--- src/hw/rtl/spma_pkg.sv ---
// ----------------------------------------------------------------------------
// spma_pkg
// shared constants, term record, opcodes and controller state type for the
// sparse polynomial term merge adder
// ----------------------------------------------------------------------------
`default_nettype none

package spma_pkg;

    localparam int LIST_DEPTH    = 16;
    localparam int EXPONENT_BITS = 8;
    localparam int COEFF_BITS    = 16;
    localparam int OUT_LIMIT     = 32;

    localparam int ADDR_BITS = (LIST_DEPTH > 1) ? $clog2(LIST_DEPTH) : 1;
    localparam int CNT_BITS  = $clog2(LIST_DEPTH + 1);
    localparam int NUM_BITS  = $clog2(OUT_LIMIT + 1);
    localparam int SUM_BITS  = COEFF_BITS + 1;
    localparam int OP_BITS   = 2;

    localparam logic [OP_BITS-1:0] OP_LOAD_A = 2'd0;
    localparam logic [OP_BITS-1:0] OP_LOAD_B = 2'd1;
    localparam logic [OP_BITS-1:0] OP_MERGE  = 2'd2;

    typedef struct packed {
        logic [EXPONENT_BITS-1:0] xe;
        logic [EXPONENT_BITS-1:0] ye;
        logic [COEFF_BITS-1:0]    co;
    } term_t;

    localparam int TERM_BITS = $bits(term_t);

    typedef struct packed {
        logic                 we;
        logic [ADDR_BITS-1:0] waddr;
        logic [ADDR_BITS-1:0] raddr;
        term_t                wdata;
    } ram_req_t;

    typedef enum logic [1:0] {
        ST_IDLE,
        ST_FETCH,
        ST_EMIT
    } state_t;

endpackage

`default_nettype wire

--- src/hw/rtl/spma_term_ram.sv ---
// ----------------------------------------------------------------------------
// spma_term_ram
// single write port, single read port synchronous ram, registered read data
// ----------------------------------------------------------------------------
`default_nettype none

module spma_term_ram #(
    parameter int WIDTH = 32,
    parameter int DEPTH = 16,
    parameter int ABITS = (DEPTH > 1) ? $clog2(DEPTH) : 1
) (
    input  wire logic             clk,
    input  wire logic             we,
    input  wire logic [ABITS-1:0] waddr,
    input  wire logic [WIDTH-1:0] wdata,
    input  wire logic [ABITS-1:0] raddr,
    output logic      [WIDTH-1:0] rdata
);

    logic [WIDTH-1:0] mem [DEPTH];

    always_ff @(posedge clk)
    begin
        if (we)
        begin
            mem[waddr] <= wdata;
        end
    end

    always_ff @(posedge clk)
    begin
        rdata <= mem[raddr];
    end

endmodule

`default_nettype wire

--- src/hw/rtl/spma_ctrl.sv ---
// ----------------------------------------------------------------------------
// spma_ctrl
// list counters, load handling and the two-list merge sequencer
// ----------------------------------------------------------------------------
`default_nettype none

module spma_ctrl
    import spma_pkg::*;
(
    input  wire logic                       clk,
    input  wire logic                       rst_n,
    input  wire logic                       start,
    output logic                            busy,
    input  wire logic [OP_BITS-1:0]         operation,
    input  wire logic [EXPONENT_BITS-1:0]   x_exponent,
    input  wire logic [EXPONENT_BITS-1:0]   y_exponent,
    input  wire logic signed [COEFF_BITS-1:0] coefficient,
    output ram_req_t                        req_a,
    output ram_req_t                        req_b,
    input  wire term_t                      rd_a,
    input  wire term_t                      rd_b,
    output logic                            result_strobe,
    output logic [EXPONENT_BITS-1:0]        x_exponent_out,
    output logic [EXPONENT_BITS-1:0]        y_exponent_out,
    output logic signed [SUM_BITS-1:0]      sum_coefficient,
    output logic                            last_term,
    output logic                            empty_sum,
    output logic                            terms_dropped
);

    state_t                state_reg, state_next;
    logic [CNT_BITS-1:0]   cnt_a_reg, cnt_a_next;
    logic [CNT_BITS-1:0]   cnt_b_reg, cnt_b_next;
    logic [CNT_BITS-1:0]   ia_reg, ia_next;
    logic [CNT_BITS-1:0]   ib_reg, ib_next;
    logic [NUM_BITS-1:0]   n_reg, n_next;
    logic                  ovf_reg, ovf_next;
    logic                  strobe_reg, strobe_next;

    logic [EXPONENT_BITS-1:0] xo_reg, xo_next;
    logic [EXPONENT_BITS-1:0] yo_reg, yo_next;
    logic [SUM_BITS-1:0]      sum_reg, sum_next;
    logic                     last_reg, last_next;
    logic                     empty_reg, empty_next;
    logic                     drop_reg, drop_next;

    term_t                 load_term;
    logic                  a_valid, b_valid, a_first, take_a, take_b, more;
    logic [SUM_BITS-1:0]   ext_a, ext_b;
    logic [CNT_BITS-1:0]   ia_inc, ib_inc;
    logic [NUM_BITS-1:0]   n_inc;

    assign load_term = '{xe: x_exponent, ye: y_exponent, co: coefficient};

    assign req_a.we    = (state_reg == ST_IDLE) && start && (operation == OP_LOAD_A)
                         && (cnt_a_reg < CNT_BITS'(LIST_DEPTH));
    assign req_a.waddr = cnt_a_reg[ADDR_BITS-1:0];
    assign req_a.raddr = ia_reg[ADDR_BITS-1:0];
    assign req_a.wdata = load_term;
    assign req_b.we    = (state_reg == ST_IDLE) && start && (operation == OP_LOAD_B)
                         && (cnt_b_reg < CNT_BITS'(LIST_DEPTH));
    assign req_b.waddr = cnt_b_reg[ADDR_BITS-1:0];
    assign req_b.raddr = ib_reg[ADDR_BITS-1:0];
    assign req_b.wdata = load_term;

    // head selection, keys compare as {x, y}
    assign a_valid = ia_reg < cnt_a_reg;
    assign b_valid = ib_reg < cnt_b_reg;
    assign a_first = {rd_a.xe, rd_a.ye} > {rd_b.xe, rd_b.ye};
    assign take_a  = a_valid && (!b_valid || a_first || ({rd_a.xe, rd_a.ye} == {rd_b.xe, rd_b.ye}));
    assign take_b  = b_valid && (!a_valid || !a_first);
    assign ext_a   = take_a ? {rd_a.co[COEFF_BITS-1], rd_a.co} : '0;
    assign ext_b   = take_b ? {rd_b.co[COEFF_BITS-1], rd_b.co} : '0;
    assign ia_inc  = ia_reg + CNT_BITS'(take_a);
    assign ib_inc  = ib_reg + CNT_BITS'(take_b);
    assign n_inc   = n_reg + NUM_BITS'(1);
    assign more    = ((ia_inc < cnt_a_reg) || (ib_inc < cnt_b_reg))
                     && (n_inc < NUM_BITS'(OUT_LIMIT));

    always_comb
    begin
        state_next  = state_reg;
        cnt_a_next  = cnt_a_reg;
        cnt_b_next  = cnt_b_reg;
        ia_next     = ia_reg;
        ib_next     = ib_reg;
        n_next      = n_reg;
        ovf_next    = ovf_reg;
        strobe_next = 1'b0;
        xo_next     = xo_reg;
        yo_next     = yo_reg;
        sum_next    = sum_reg;
        last_next   = last_reg;
        empty_next  = empty_reg;
        drop_next   = drop_reg;

        case (state_reg)
            ST_IDLE:
            begin
                if (start)
                begin
                    case (operation)
                        OP_LOAD_A:
                        begin
                            if (req_a.we)
                                cnt_a_next = cnt_a_reg + CNT_BITS'(1);
                            else
                                ovf_next = 1'b1;
                        end
                        OP_LOAD_B:
                        begin
                            if (req_b.we)
                                cnt_b_next = cnt_b_reg + CNT_BITS'(1);
                            else
                                ovf_next = 1'b1;
                        end
                        OP_MERGE:
                        begin
                            if ((cnt_a_reg == '0) && (cnt_b_reg == '0))
                            begin
                                strobe_next = 1'b1;
                                xo_next     = '0;
                                yo_next     = '0;
                                sum_next    = '0;
                                last_next   = 1'b1;
                                empty_next  = 1'b1;
                                drop_next   = ovf_reg;
                                ovf_next    = 1'b0;
                            end
                            else
                            begin
                                ia_next    = '0;
                                ib_next    = '0;
                                n_next     = '0;
                                state_next = ST_FETCH;
                            end
                        end
                        default:
                        begin
                        end
                    endcase
                end
            end
            ST_FETCH:
            begin
                state_next = ST_EMIT;
            end
            ST_EMIT:
            begin
                ia_next     = ia_inc;
                ib_next     = ib_inc;
                n_next      = n_inc;
                strobe_next = 1'b1;
                xo_next     = take_a ? rd_a.xe : rd_b.xe;
                yo_next     = take_a ? rd_a.ye : rd_b.ye;
                sum_next    = ext_a + ext_b;
                last_next   = !more;
                empty_next  = 1'b0;
                drop_next   = ovf_reg;
                if (more)
                begin
                    state_next = ST_FETCH;
                end
                else
                begin
                    state_next = ST_IDLE;
                    cnt_a_next = '0;
                    cnt_b_next = '0;
                    ovf_next   = 1'b0;
                end
            end
            default:
            begin
                state_next = ST_IDLE;
            end
        endcase
    end

    always_ff @(posedge clk or negedge rst_n)
    begin
        if (!rst_n)
        begin
            state_reg  <= ST_IDLE;
            cnt_a_reg  <= '0;
            cnt_b_reg  <= '0;
            ia_reg     <= '0;
            ib_reg     <= '0;
            n_reg      <= '0;
            ovf_reg    <= 1'b0;
            strobe_reg <= 1'b0;
        end
        else
        begin
            state_reg  <= state_next;
            cnt_a_reg  <= cnt_a_next;
            cnt_b_reg  <= cnt_b_next;
            ia_reg     <= ia_next;
            ib_reg     <= ib_next;
            n_reg      <= n_next;
            ovf_reg    <= ovf_next;
            strobe_reg <= strobe_next;
        end
    end

    always_ff @(posedge clk)
    begin
        xo_reg    <= xo_next;
        yo_reg    <= yo_next;
        sum_reg   <= sum_next;
        last_reg  <= last_next;
        empty_reg <= empty_next;
        drop_reg  <= drop_next;
    end

    assign busy            = (state_reg != ST_IDLE);
    assign result_strobe   = strobe_reg;
    assign x_exponent_out  = xo_reg;
    assign y_exponent_out  = yo_reg;
    assign sum_coefficient = sum_reg;
    assign last_term       = last_reg;
    assign empty_sum       = empty_reg;
    assign terms_dropped   = drop_reg;

endmodule

`default_nettype wire

--- src/hw/rtl/sparse_polynomial_term_merge_adder_top.sv ---
// ----------------------------------------------------------------------------
// sparse_polynomial_term_merge_adder_top
// loads two sorted term lists into memories and merges them into their sum
//
//   channel   handshake              payload
//   command   start / busy           operation, x_exponent, y_exponent,
//                                    coefficient
//   result    result_strobe          x_exponent_out, y_exponent_out,
//                                    sum_coefficient, last_term, empty_sum,
//                                    terms_dropped
//
// a load leaves busy low
// each term that a merge emits passes a list memory read state and then a
// compare and add state; busy is high until the last term is computed
// a merge of two empty lists emits one term and leaves busy low
// each result is registered and shows in the cycle after it is computed, for one cycle
// reset clears the list counts and the dropped-term flag, memories are not
// cleared; the receiver cannot stall
// ----------------------------------------------------------------------------
`default_nettype none

module sparse_polynomial_term_merge_adder_top
    import spma_pkg::*;
(
    input  wire logic                         clk,
    input  wire logic                         rst_n,
    input  wire logic                         start,
    output logic                              busy,
    input  wire logic [OP_BITS-1:0]           operation,
    input  wire logic [EXPONENT_BITS-1:0]     x_exponent,
    input  wire logic [EXPONENT_BITS-1:0]     y_exponent,
    input  wire logic signed [COEFF_BITS-1:0] coefficient,
    output logic                              result_strobe,
    output logic [EXPONENT_BITS-1:0]          x_exponent_out,
    output logic [EXPONENT_BITS-1:0]          y_exponent_out,
    output logic signed [SUM_BITS-1:0]        sum_coefficient,
    output logic                              last_term,
    output logic                              empty_sum,
    output logic                              terms_dropped
);

    ram_req_t             req_a, req_b;
    logic [TERM_BITS-1:0] rdata_a, rdata_b;

    spma_term_ram #(
        .WIDTH (TERM_BITS),
        .DEPTH (LIST_DEPTH)
    ) u_list_a (
        .clk   (clk),
        .we    (req_a.we),
        .waddr (req_a.waddr),
        .wdata (req_a.wdata),
        .raddr (req_a.raddr),
        .rdata (rdata_a)
    );

    spma_term_ram #(
        .WIDTH (TERM_BITS),
        .DEPTH (LIST_DEPTH)
    ) u_list_b (
        .clk   (clk),
        .we    (req_b.we),
        .waddr (req_b.waddr),
        .wdata (req_b.wdata),
        .raddr (req_b.raddr),
        .rdata (rdata_b)
    );

    spma_ctrl u_ctrl (
        .clk             (clk),
        .rst_n           (rst_n),
        .start           (start),
        .busy            (busy),
        .operation       (operation),
        .x_exponent      (x_exponent),
        .y_exponent      (y_exponent),
        .coefficient     (coefficient),
        .req_a           (req_a),
        .req_b           (req_b),
        .rd_a            (term_t'(rdata_a)),
        .rd_b            (term_t'(rdata_b)),
        .result_strobe   (result_strobe),
        .x_exponent_out  (x_exponent_out),
        .y_exponent_out  (y_exponent_out),
        .sum_coefficient (sum_coefficient),
        .last_term       (last_term),
        .empty_sum       (empty_sum),
        .terms_dropped   (terms_dropped)
    );

endmodule

`default_nettype wire

--- config.mk ---
export PLATFORM = sky130hd
export DESIGN_NAME = sparse_polynomial_term_merge_adder_top
export DESIGN_NICKNAME = d
export VERILOG_FILES = /design/src/hw/rtl/spma_pkg.sv /design/src/hw/rtl/spma_term_ram.sv /design/src/hw/rtl/spma_ctrl.sv /design/src/hw/rtl/sparse_polynomial_term_merge_adder_top.sv
export SDC_FILE = /design/constraint.sdc
export NUM_CORES = 1
export LEC_CHECK = 0
export BUFFER_PORTS_ARGS = -buffer_cell sky130_fd_sc_hd__buf_2
export CAP_MARGIN = 20
export CORE_MARGIN = 5
export CORE_UTILIZATION = 30
export DETAILED_ROUTE_END_ITERATION = 10
export GPL_TIMING_DRIVEN = 0
export SLEW_MARGIN = 10
export SYNTH_ARGS = -nofsm -noshare
export SYNTH_HDL_FRONTEND = slang
export SYNTH_SLANG_ARGS = --single-unit
--- constraint.sdc ---
create_clock -name clk -period 9.82 [get_ports clk]
set_clock_uncertainty 0.1 [all_clocks]
set_input_delay 1.473 -clock clk [delete_from_list [all_inputs] [get_ports clk]]
set_output_delay 1.473 -clock clk [all_outputs]
set_load 0.03 [all_outputs]
# ---- Word-level counts from Yosys, hierarchy flattened
# Memories as Yosys holds them, arrays and structs flattened. A register that Yosys moved wholly into a read port is not among the register bits.
# Cells that the tools add are included.
dict set report totals {
  ff_bits 66
  ramBits 1024
  input_bits 37
  memories 2
}
dict set report classes {
  n_addsub 6
  magnitude_cmp 8
  n_eq_ne 18
  muxes 60
  reduce_logical 29
}
# name depth width rd rd_clocked_by_memory_dff wr line
set memory_table {}
lappend memory_table {u_list_a.mem 16 32 1 1 1 spma_term_ram.sv:20} ;# logic [WIDTH-1:0] mem [DEPTH];
lappend memory_table {u_list_b.mem 16 32 1 1 1 spma_term_ram.sv:20}
# op count
set op_table {}
lappend op_table {{17-bit 2-to-1 mux} 5}
lappend op_table {{5-bit 2-to-1 mux} 10}
lappend op_table {{8-bit 2-to-1 mux} 5}
lappend op_table {{5-bit case mux with 2 select lines} 4}
lappend op_table {{17-bit case mux with 2 select lines} 1}
lappend op_table {{8-bit case mux with 2 select lines} 2}
lappend op_table {{5-bit less-than comparator} 4}
lappend op_table {{1-bit 2-to-1 mux} 19}
lappend op_table {{6-bit 2-to-1 mux} 3}
lappend op_table {{2-bit inequality test, second input constant} 9}
lappend op_table {{17-bit adder} 1}
lappend op_table {{16-bit equality test} 1}
lappend op_table {{16-bit > comparator} 1}
lappend op_table {{6-bit case mux with 2 select lines} 1}
lappend op_table {{5-bit by 1-bit adder with 5-bit output} 2}
lappend op_table {{5-bit by 1-bit adder with 5-bit output, second input constant} 2}
lappend op_table {{5-bit logical NOT} 2}
lappend op_table {{5-bit less-than comparator, second input constant} 2}
lappend op_table {{1-bit case mux with 2 select lines} 5}
lappend op_table {{5-bit AND reduction} 2}
lappend op_table {{1-bit logical AND} 9}
lappend op_table {{3-bit inequality test, second input constant} 3}
lappend op_table {{4-bit AND reduction} 2}
lappend op_table {{7-bit AND reduction} 1}
lappend op_table {{other kinds (13)} 25}

# ---- Depth between registers and ports, before layout
# Gate-level depths: netlist of the first run.
dict set report depth {
  word_depth 11
  mapped_depth 19
  mapped_depth_nobuf 17
}

# ---- Hierarchy
# Synthesis of the first run repeated with hierarchy kept, for this count alone.
dict set report unflattened {
  cells_unflattened 2279
  area_unflattened_um2 45287.2
}
# module n_inst cells_per_inst area_per_inst_um2 seq_area_each_um2
set by_module_without_submodules {}
lappend by_module_without_submodules {{spma_term_ram (u_list_a)} 1 838 19836.5 16015.4}
lappend by_module_without_submodules {{spma_term_ram (u_list_b)} 1 838 19835.3 16015.4}
lappend by_module_without_submodules {spma_ctrl 1 603 5615.4 1831.8}

# ---- Least setup slack after synthesis of the first run
# OpenSTA, ideal clock, no wires.
dict set report synth_timing {
  path_type {input-to-reg}
  from {in operation[1]}
  to {mem u_list_b.mem[12][0] (enable)}
  setup_ns 0.461
  arrival_time_ns 4.595
  required_ns 9.259
  path_slack_ns 4.664
  stages 6
  cell_sequence {inv_1 -> ha_1 -> nor3b_1 -> clkbuf_1 -> nand2_1 -> nor3_1}
}
dict set report synth_between {
  elab_chain_cells 5
}
# item line
set synth_lines {}
lappend synth_lines {{start: declaration} sparse_polynomial_term_merge_adder_top.sv:29} ;# input wire logic [OP_BITS-1:0] operation,
lappend synth_lines {{2-bit by 1-bit equality test with 1-bit output} spma_ctrl.sv:60} ;# assign req_b.we = (state_reg == ST_IDLE) && start && (operation == OP_LOAD_B)
lappend synth_lines {{1-bit logical AND} spma_ctrl.sv:60}
lappend synth_lines {{1-bit logical AND} spma_ctrl.sv:61} ;# && (cnt_b_reg < CNT_BITS'(LIST_DEPTH));
lappend synth_lines {{1-bit 2-to-1 mux} spma_term_ram.sv:24} ;# if (we)
lappend synth_lines {{1-bit 2-to-1 mux (implied by the code)} spma_term_ram.sv:26} ;# mem[waddr] <= wdata;
lappend synth_lines {{end: declaration} spma_term_ram.sv:20}
# No other way between the ends.

# ---- Worst setup path in the final report of the first run
dict set report layout_timing {
  from {reg u_ctrl.cnt_b_reg[3]}
  to {reg u_ctrl.sum_reg[13] (netlist: u_ctrl.sum_coefficient[13]), data pin}
}
dict set report layout_between {
  elab_chain_cells 8
}
# item line
set layout_lines {}
lappend layout_lines {{start: declaration} spma_ctrl.sv:33} ;# logic [CNT_BITS-1:0] cnt_b_reg, cnt_b_next;
lappend layout_lines {{start signal: assignment} spma_ctrl.sv:196} ;# cnt_b_reg <= cnt_b_next;
lappend layout_lines {{5-bit less-than comparator *} spma_ctrl.sv:68} ;# assign b_valid = ib_reg < cnt_b_reg;
lappend layout_lines {{1-bit logical NOT} spma_ctrl.sv:70} ;# assign take_a = a_valid && (!b_valid || a_first || ({rd_a.xe, rd_a.ye} == {rd_b.xe, rd_b.ye}));
lappend layout_lines {{1-bit logical OR (2 in a row)} spma_ctrl.sv:70}
lappend layout_lines {{1-bit logical AND} spma_ctrl.sv:70}
lappend layout_lines {{17-bit 2-to-1 mux} spma_ctrl.sv:72} ;# assign ext_a = take_a ? {rd_a.co[COEFF_BITS-1], rd_a.co} : '0;
lappend layout_lines {{17-bit adder *} spma_ctrl.sv:156} ;# sum_next = ext_a + ext_b;
lappend layout_lines {{17-bit case mux with 2 select lines *} spma_ctrl.sv:97} ;# case (state_reg)
lappend layout_lines {{end signal: assignment} spma_ctrl.sv:209} ;# sum_reg <= sum_next;
lappend layout_lines {{end: declaration} spma_ctrl.sv:42} ;# logic [SUM_BITS-1:0] sum_reg, sum_next;
# Mark *: on every way between the ends. The rest lies on a longest branch, timed or not.
# A chain may end at the register's enable or synchronous reset.

==> results of run 1 <==
-- worst paths after layout --
| kind | depth (start not counted) | slack, ns | to | start |
|---|---|---|---|---|
| setup / recovery | 15 | 4.32 | u_ctrl.sum_coefficient[13] | u_ctrl.cnt_b_reg[3] |
| hold / removal | 1 | 0.38 | u_ctrl.state_reg[1] | u_ctrl.state_reg[1] |
| setup reg to reg | 15 | 4.32 | u_ctrl.sum_coefficient[13] | u_ctrl.cnt_b_reg[3] |
| hold reg to reg | 1 | 0.38 | u_ctrl.state_reg[1] | u_ctrl.state_reg[1] |
| max in group asynchronous | 1 | 8.29 | u_ctrl.n_reg[1] | rst_n |
| min in group asynchronous | 1 | 0.80 | u_ctrl.cnt_a_reg[4] | rst_n |
-- cell usage after synthesis, drive strengths merged (2+ instances only) --
| master | instances | area (sq um) |
|---|---|---|
| nor2b | 6 | 37.5 |
| o21a | 4 | 30.0 |
| nand2 | 60 | 225 |
| o31a | 2 | 17.5 |
| inv | 38 | 143 |
| clkbuf | 44 | 165 |
| o211ai | 4 | 30.0 |
| nand2b | 11 | 68.8 |
| a21oi | 22 | 125 |
| nand4 | 6 | 43.8 |
| and3 | 10 | 62.6 |
| o21ai | 33 | 169 |
| mux4 | 320 | 7210 |
| a21o | 6 | 45.0 |
| a22o | 16 | 158 |
| nor3b | 2 | 20.0 |
| a211oi | 3 | 35.0 |
| ha | 64 | 801 |
| nor2 | 43 | 161 |
| dfrtp | 30 | 751 |
| o31ai | 3 | 22.5 |
| nor3 | 19 | 95.1 |
| a211o | 4 | 35.0 |
| buf | 43 | 213 |
| o2111ai | 2 | 17.5 |
| xor2 | 10 | 87.6 |
| nand3 | 8 | 40.0 |
| and4 | 2 | 17.5 |
| a31oi | 9 | 56.3 |
| dfxtp | 64 | 1280 |
| edfxtp | 1060 | 31800 |
| o22a | 2 | 17.5 |
| nor4 | 2 | 27.5 |
| and2 | 35 | 219 |
| xnor2 | 11 | 96.3 |
-- power by group through the flow --
stage	clock network, mW	registers, mW	logic (mW)
after floorplan	0	5.95	2.30
after global placement	0	5.98	3.39
after detailed placement	0	5.97	3.53
after CTS	4.37	5.87	3.55
after global routing	4.59	5.88	3.82
final	4.29	5.86	3.57
-- kinds of logic after synthesis --
group           after synthesis  synth area share, %
compound gates              117                 1.84
xor+xnor                     21                0.414
fa+ha+maj                    65                 1.85
buf+inv                     126                 1.18
flops                      1154                 76.1
mux                         321                 16.2
simple gates                207                 2.34
-- cell type report --
type | instances | share of cell area, %
diodes | 2 | 0.00960
plain buffers | 87 | 0.725
clock buffers | 150 | 5.90
clock inverters | 58 | 1.16
inverters | 39 | 0.281
multi-input cells | 731 | 19.7
flip-flops and latches | 1154 | 65.0
well taps | 1930 | 4.63
repair buffers | 155 | 2.64
-- worst reg2reg max path, delay by kind of cell (launching register included) --
kind | cells | cell delay [ns]
adders and majority gates | 2 | 0.61
DFF | 1 | 0.33
AOI/OAI and AO/OA | 8 | 2.25
buffers and inverters | 3 | 1.30
and+or+nand+nor | 2 | 0.62
-- layer usage --
metal | track usage, % | wire, microns | up-vias
li1 | - | - | 8943
met1 | 19.4 | 47100 | 11600
met2 | 21.7 | 51100 | 818
met3 | 2.92 | 7990 | 161
met4 | 2.66 | 2030 | 4
met5 | 0 | 22 | -
-- through the flow --
stage	cell area, sq um	util [%]	hold slack (ns)
4_1_cts	52100	35.3	0.370
3_3_place_gp	47300	32.0	0.333
6_report	52100	35.3	0.376
3_5_place_dp	48400	32.8	0.358
2_1_floorplan	44500	-	0.317
5_1_grt	52100	35.3	0.379
==> summary.md, run 1 <==
| Metric | Value |
|---|---|
| Root Driver | clkbuf_16 |
| Crit-path slowest cell | a31oi_1 |
| Post-DRT Antenna Nets | 0 |
| Syn_area_per_cell | around 22 sq um |
| Worst setup EP type | flip-flop |
| Worst EP arrival | between 5 and 6 ns |
| Area growth, synth to finish | 17.2% |
| RSZ-0062 raised after global routing | false |
| Combinational fraction of design power | around a quarter |
| First drt pass iteration count | 5 |
| Multi-input logic area | between 10000 and 15000 sq um |
| FF/Latch Area | 33900 sq um |
| Port bufs | 74 |
| Crit share post-route | a little under three fifths |
| Drt wl/cell | approximately 25 microns |
| Post-Route WL | about 110000 microns |
| Commonest non-fill, non-tap cell in the layout | edfxtp_1 |
| Largest regs | u_list_a.mem: 512 flops, u_list_b.mem: 512 flops |
| Tot Pwr | ~14 mW |
| Std-Cell Rows | 141 |
| Drt drc | 0 |
| Buf/Inv on CP | 3 |
| Max-cap violation count | 0 |
| CP Max Fanout | 10 |
| Flops & latches, synth | around 1200 |
| Die area | between 150000 and 200000 sq um |
| Worst endpoint required time | between 10 and 15 ns |
| Final Critical Period | 5.50 ns |
| Largest net degree at the start of global routing | 33 |
| Synth Net Count | 2113 |
| Initial drt markers | 2321 |
| Post-CTS Hold Fix Bufs | 0 |
| Buffer count from post-CTS setup fixing | 0 |
| First-pass GRT wire length | between 150000 and 200000 microns |
| Syn Inst Count | roughly 2000 |
| Switch Pwr | 4.07 mW |
| Seq/Total Area, Yosys | between 70% and 80% |
| Num ports | 75 |
| Worst skew pair latency | a little under 0.7 ns |
| Post-synth EDFFs | 1060 |
| Yosys cell types | 59 |
| Post-synthesis async set-or-reset flop share | roughly 2.6% |
| Pint | between 9 and 10 mW |
| P_leak | roughly 17 nW |
| Fillers | between 10000 and 15000 |
| Crit path cell chain | clkbuf_1, clkinv_1, ha_1, a21oi_1, o21ai_0, a31oi_1, buf_2, and2_1, ha_1, a21o_1, a21oi_1, a2bb2oi_1, a31oi_1, o21a_1, nor3_1 |
| Total grt overflow | 0 |
| Max IR drop VDD | between 100 and 150 uV |
| Detail Placement HPWL | approximately 74000 microns |
| CTS Buf Count | 110 |
| Post-Place Worst Slack | roughly 4.5 ns |
| Clock sink count | approximately 1200 |
| PwrDens | between 200 and 300 nW/um^2 |
| Post-layout nets | roughly 2400 |
| Via count | 21500 |
| Post-cts sizing count | 0 |
| Main synth FF type | edfxtp_1 |
| Min-delay worst type | flip-flop to flip-flop |
| Mapped Area | ~44000 sq um |
| Sequential power share | a little over two fifths |
| Gpl congestion | 0.848 |
| Clock power frac | roughly 31% |
| Fmax | around 180 MHz |
| Layout cell share with drive strength beyond 1 | approximately 31% |
| Core ar. | around 150000 sq um |
| CTS tree | done |
| Die Y | between 300 and 400 microns |
| Setup WS post-layout | ~4.3 ns |
| Hold Vio Cnt, Final | 0 |
| Delay of the slowest critical-path stage | roughly 0.75 ns |
| Setup CP Type | flip-flop to flip-flop |
| Worst setup SP type | flip-flop |
| Cells after DPL | 4095 |
| GRT Util Overall | 13.6% |
| CTS max path bufs | 3 |
| Switching share of total power | 29.7% |
| Outcome | finished clean |
| Vias in the first global route | around 22000 |
| Worst-margin pin slew | 1.10 ns |
| Slew Viols, Final | 0 |
| Largest delay share family, worst path | compound AO/OA/AOI/OAI gates |
| Worst-path clk slew | 0.06 ns |
| Worst slew margin | 26.7% |
| Most frequent cells in the layout | 1060 x edfxtp_1, 320 x mux4_2, 113 x clkbuf_16 |
| DR vias/cell | between 4 and 5 |
| DIE WIDTH | 395 microns |
| Starting density of the core | 30.2% |
| Non-filler cells, final | 4306 |
| Setup TNS Final | 0 ns |
| Initial antenna violation count | 5 |
| Final setup violation count | 0 |
| CTS HTree Levels | 3 |
| Yosys warning total | 0 |
Power figures use the tool's default switching activity.
==> run 2, diff against run 1 <==
==> constraint.sdc (replaced) <==
create_clock -name clk -period 4.8 [get_ports clk]
set_clock_uncertainty 0.1 [all_clocks]
set_input_delay 0.72 -clock clk [delete_from_list [all_inputs] [get_ports clk]]
set_output_delay 0.72 -clock clk [all_outputs]
set_load 0.03 [all_outputs]
==> summary.md, run 2 (synthesis results as in run 1) <==
| Metric | Value |
|---|---|
| Outcome | finished clean |
| Worst-path clk slew | 0.07 ns (about the same) |
| Post-layout nets | 2383 (+0.13%) |
| First drt pass iteration count | 6 (+1) |
| Initial drt markers | 2302 (-0.82%) |
| Crit share post-route | 95.5% (+39 points) |
| Most frequent cells in the layout | 1060 x edfxtp_1, 320 x mux4_2, 113 x clkbuf_16 |
| Post-CTS Hold Fix Bufs | 0 (unchanged) |
| Largest net degree at the start of global routing | 33 (unchanged) |
| Largest regs | u_list_a.mem: 512 flops, u_list_b.mem: 512 flops |
| Num ports | 75 (unchanged) |
| CTS Buf Count | 110 (unchanged) |
| Min-delay worst type | input pin to async pin |
| Detail Placement HPWL | 73800 microns (unchanged) |
| Cells after DPL | 4095 (unchanged) |
| Delay of the slowest critical-path stage | 0.46 ns (-0.29 ns) |
| Worst skew pair latency | 0.68 ns (about the same) |
| Core ar. | 147000 sq um (unchanged) |
| Worst endpoint required time | 5.14 ns (-4.97 ns) |
| Tot Pwr | 28.3 mW (+110%) |
| GRT Util Overall | 13.6% (about the same) |
| Worst setup SP type | flip-flop |
| Max IR drop VDD | 387 uV (+160%) |
| Die area | 156000 sq um (unchanged) |
| P_leak | 16.6 nW (+0.24%) |
| Crit-path slowest cell | o211ai_1 |
| Die Y | 395 microns (unchanged) |
| Total grt overflow | 0 (unchanged) |
| CTS tree | done |
| Worst setup EP type | flip-flop |
| Drt drc | 0 (unchanged) |
| Final Critical Period | 4.58 ns (-0.918 ns) |
| First-pass GRT wire length | 156000 microns (about the same) |
| Starting density of the core | 30.2% (unchanged) |
| Worst-margin pin slew | 1.08 ns (-0.0151 ns) |
| Fmax | 218 MHz (+20%) |
| Post-DRT Antenna Nets | 0 (unchanged) |
| Worst hold slack | 0.0519 ns (-0.324 ns) |
| Critical path endpoint | u_ctrl.sum_coefficient[13] |
| Worst slew margin | 27.7% (+1.0 points) |
| Non-filler cells, final | 4308 (+0.046%) |
| DIE WIDTH | 395 microns (unchanged) |
| Post-Route WL | 108000 microns (about the same) |
| Buf/Inv on CP | 3 (unchanged) |
| Largest delay share family, worst path | compound AO/OA/AOI/OAI gates |
| R2r worst-path depth | 17 (+2) |
| Fillers | 13400 (-0.12%) |
| Final setup violation count | 0 (unchanged) |
| CP Max Fanout | 7 (-3) |
| Crit path cell chain | inv_1, ha_1, nand4_2, nor4_4, buf_4, o21ai_4, o211ai_1, a31oi_4, buf_4, and2_1, ha_1, nand3_1, o211ai_1, o2111ai_1, a31oi_1, nor3_1, nor3_2 |
| CTS HTree Levels | 3 (unchanged) |
| DR vias/cell | 4.98 (-0.16%) |
| Std-Cell Rows | 141 (unchanged) |
| Commonest non-fill, non-tap cell in the layout | edfxtp_1 |
| Reg-to-reg startpoint | u_list_b.rdata[31] |
| PwrDens | 542 nW/um^2 (+110%) |
| Via count | 21500 (-0.12%) |
| R2r setup slk | 0.22 ns (-4.10 ns) |
| Setup CP Type | flip-flop to flip-flop |
| Reg2reg end | u_ctrl.sum_coefficient[13] |
| Layout cell share with drive strength beyond 1 | 31.3% (+0.68 points) |
| Worst path depth | 17 (+2) |
| Initial antenna violation count | 5 (unchanged) |
| CP startpoint | u_list_b.rdata[31] |
| Gpl congestion | 0.848 (unchanged) |
| Worst EP arrival | 4.93 ns (-0.86 ns) |
| Hold Vio Cnt, Final | 0 (unchanged) |
| CTS max path bufs | 3 (unchanged) |
| Drt wl/cell | 25.1 microns (about the same) |
| Slew Viols, Final | 0 (unchanged) |
| Root Driver | clkbuf_16 |
| Clock sink count | 1154 (unchanged) |
| Vias in the first global route | 22200 (+0.018%) |
| Area growth, synth to finish | 17.5% |
| Port bufs | 74 (unchanged) |
| Max-cap violation count | 0 (unchanged) |
==> run 2: changes by cell type in the layout (fill, tap and decap cells not counted), moves of 2 or more <==
cell      previous run  this run
buf_4               45        50
clkbuf_1            70        67
a31oi_1              9         7
a31oi_4              0         2
nor3_1               5         3
nor3_2              14        16
==> run 2: power by group <==
part / internal, mW / switching [mW]
clock network: 5.13 / 3.65
logic: 3.12 / 4.38
registers: 11.6 / 0.392
total: 19.9 / 8.42
==> run 2: repair_timing <==
action	in CTS	in global routing
endpoints found under the setup margin	26	22
resized for setup	7	10
buffers inserted	2	4
pin swaps	2	4
==> run 2: area by class of cell <==
type,count,area [sq um],share of cell area [%]
Inverter,39,148,0.283
Timing Repair Buffer,161,1430,2.74
Buffer,84,369,0.707
Clock inverter,58,603,1.15
Sequential cell,1154,33900,64.8
Clock buffer,150,3080,5.89
Tap cell,1930,2410,4.62
Multi-Input combinational cell,731,10300,19.8
Antenna cell,1,2.50,0.00479
==> run 2: worst min path at each step <==
stage | from | end | slack [ns] | cells past startpoint
after global placement | u_ctrl.state_reg[1] | u_ctrl.state_reg[1] | 0.33 | 1
after CTS | rst_n | u_ctrl.cnt_a_reg[4] | 0.02 | 1
after global routing | rst_n | u_ctrl.cnt_a_reg[4] | 0.05 | 1
after floorplan | rst_n | u_ctrl.cnt_a_reg[0] | 0.32 | 0
final | rst_n | u_ctrl.cnt_a_reg[4] | 0.05 | 1
after detailed placement | u_ctrl.state_reg[1] | u_ctrl.state_reg[1] | 0.36 | 1
==> run 2: through the flow <==
step           setup TNS [ns]  area, sq um  util (%)  setup slack [ns]
6_report                    0        52200      35.4             0.216
5_1_grt               -0.0269        52200      35.4           -0.0269
4_1_cts                     0        52200      35.4            0.0125
3_5_place_dp            -7.99        48400      32.8            -0.564
3_3_place_gp         -1468.98        47300      32.0             -2.92
2_1_floorplan               0        44500         -             0.397
==> run 2: worst reg2reg max path: cells and delay by family, from the launching register on <==
kind	cells	cell delay, ns
fa+ha+maj	2	0.69
flops	1	0.39
buf+inv	3	0.46
simple gates	6	1.23
compound gates	6	1.48
==> run 2: layer usage <==
metal | share of wire [%] | vias up | GRT usage, %
li1 | - | 8941 | -
met1 | 44 | 11500 | 19.6
met2 | 47 | 801 | 21.7
met3 | 7.0 | 161 | 2.66
met4 | 1.8 | 4 | 2.69
met5 | 0.020 | - | 0
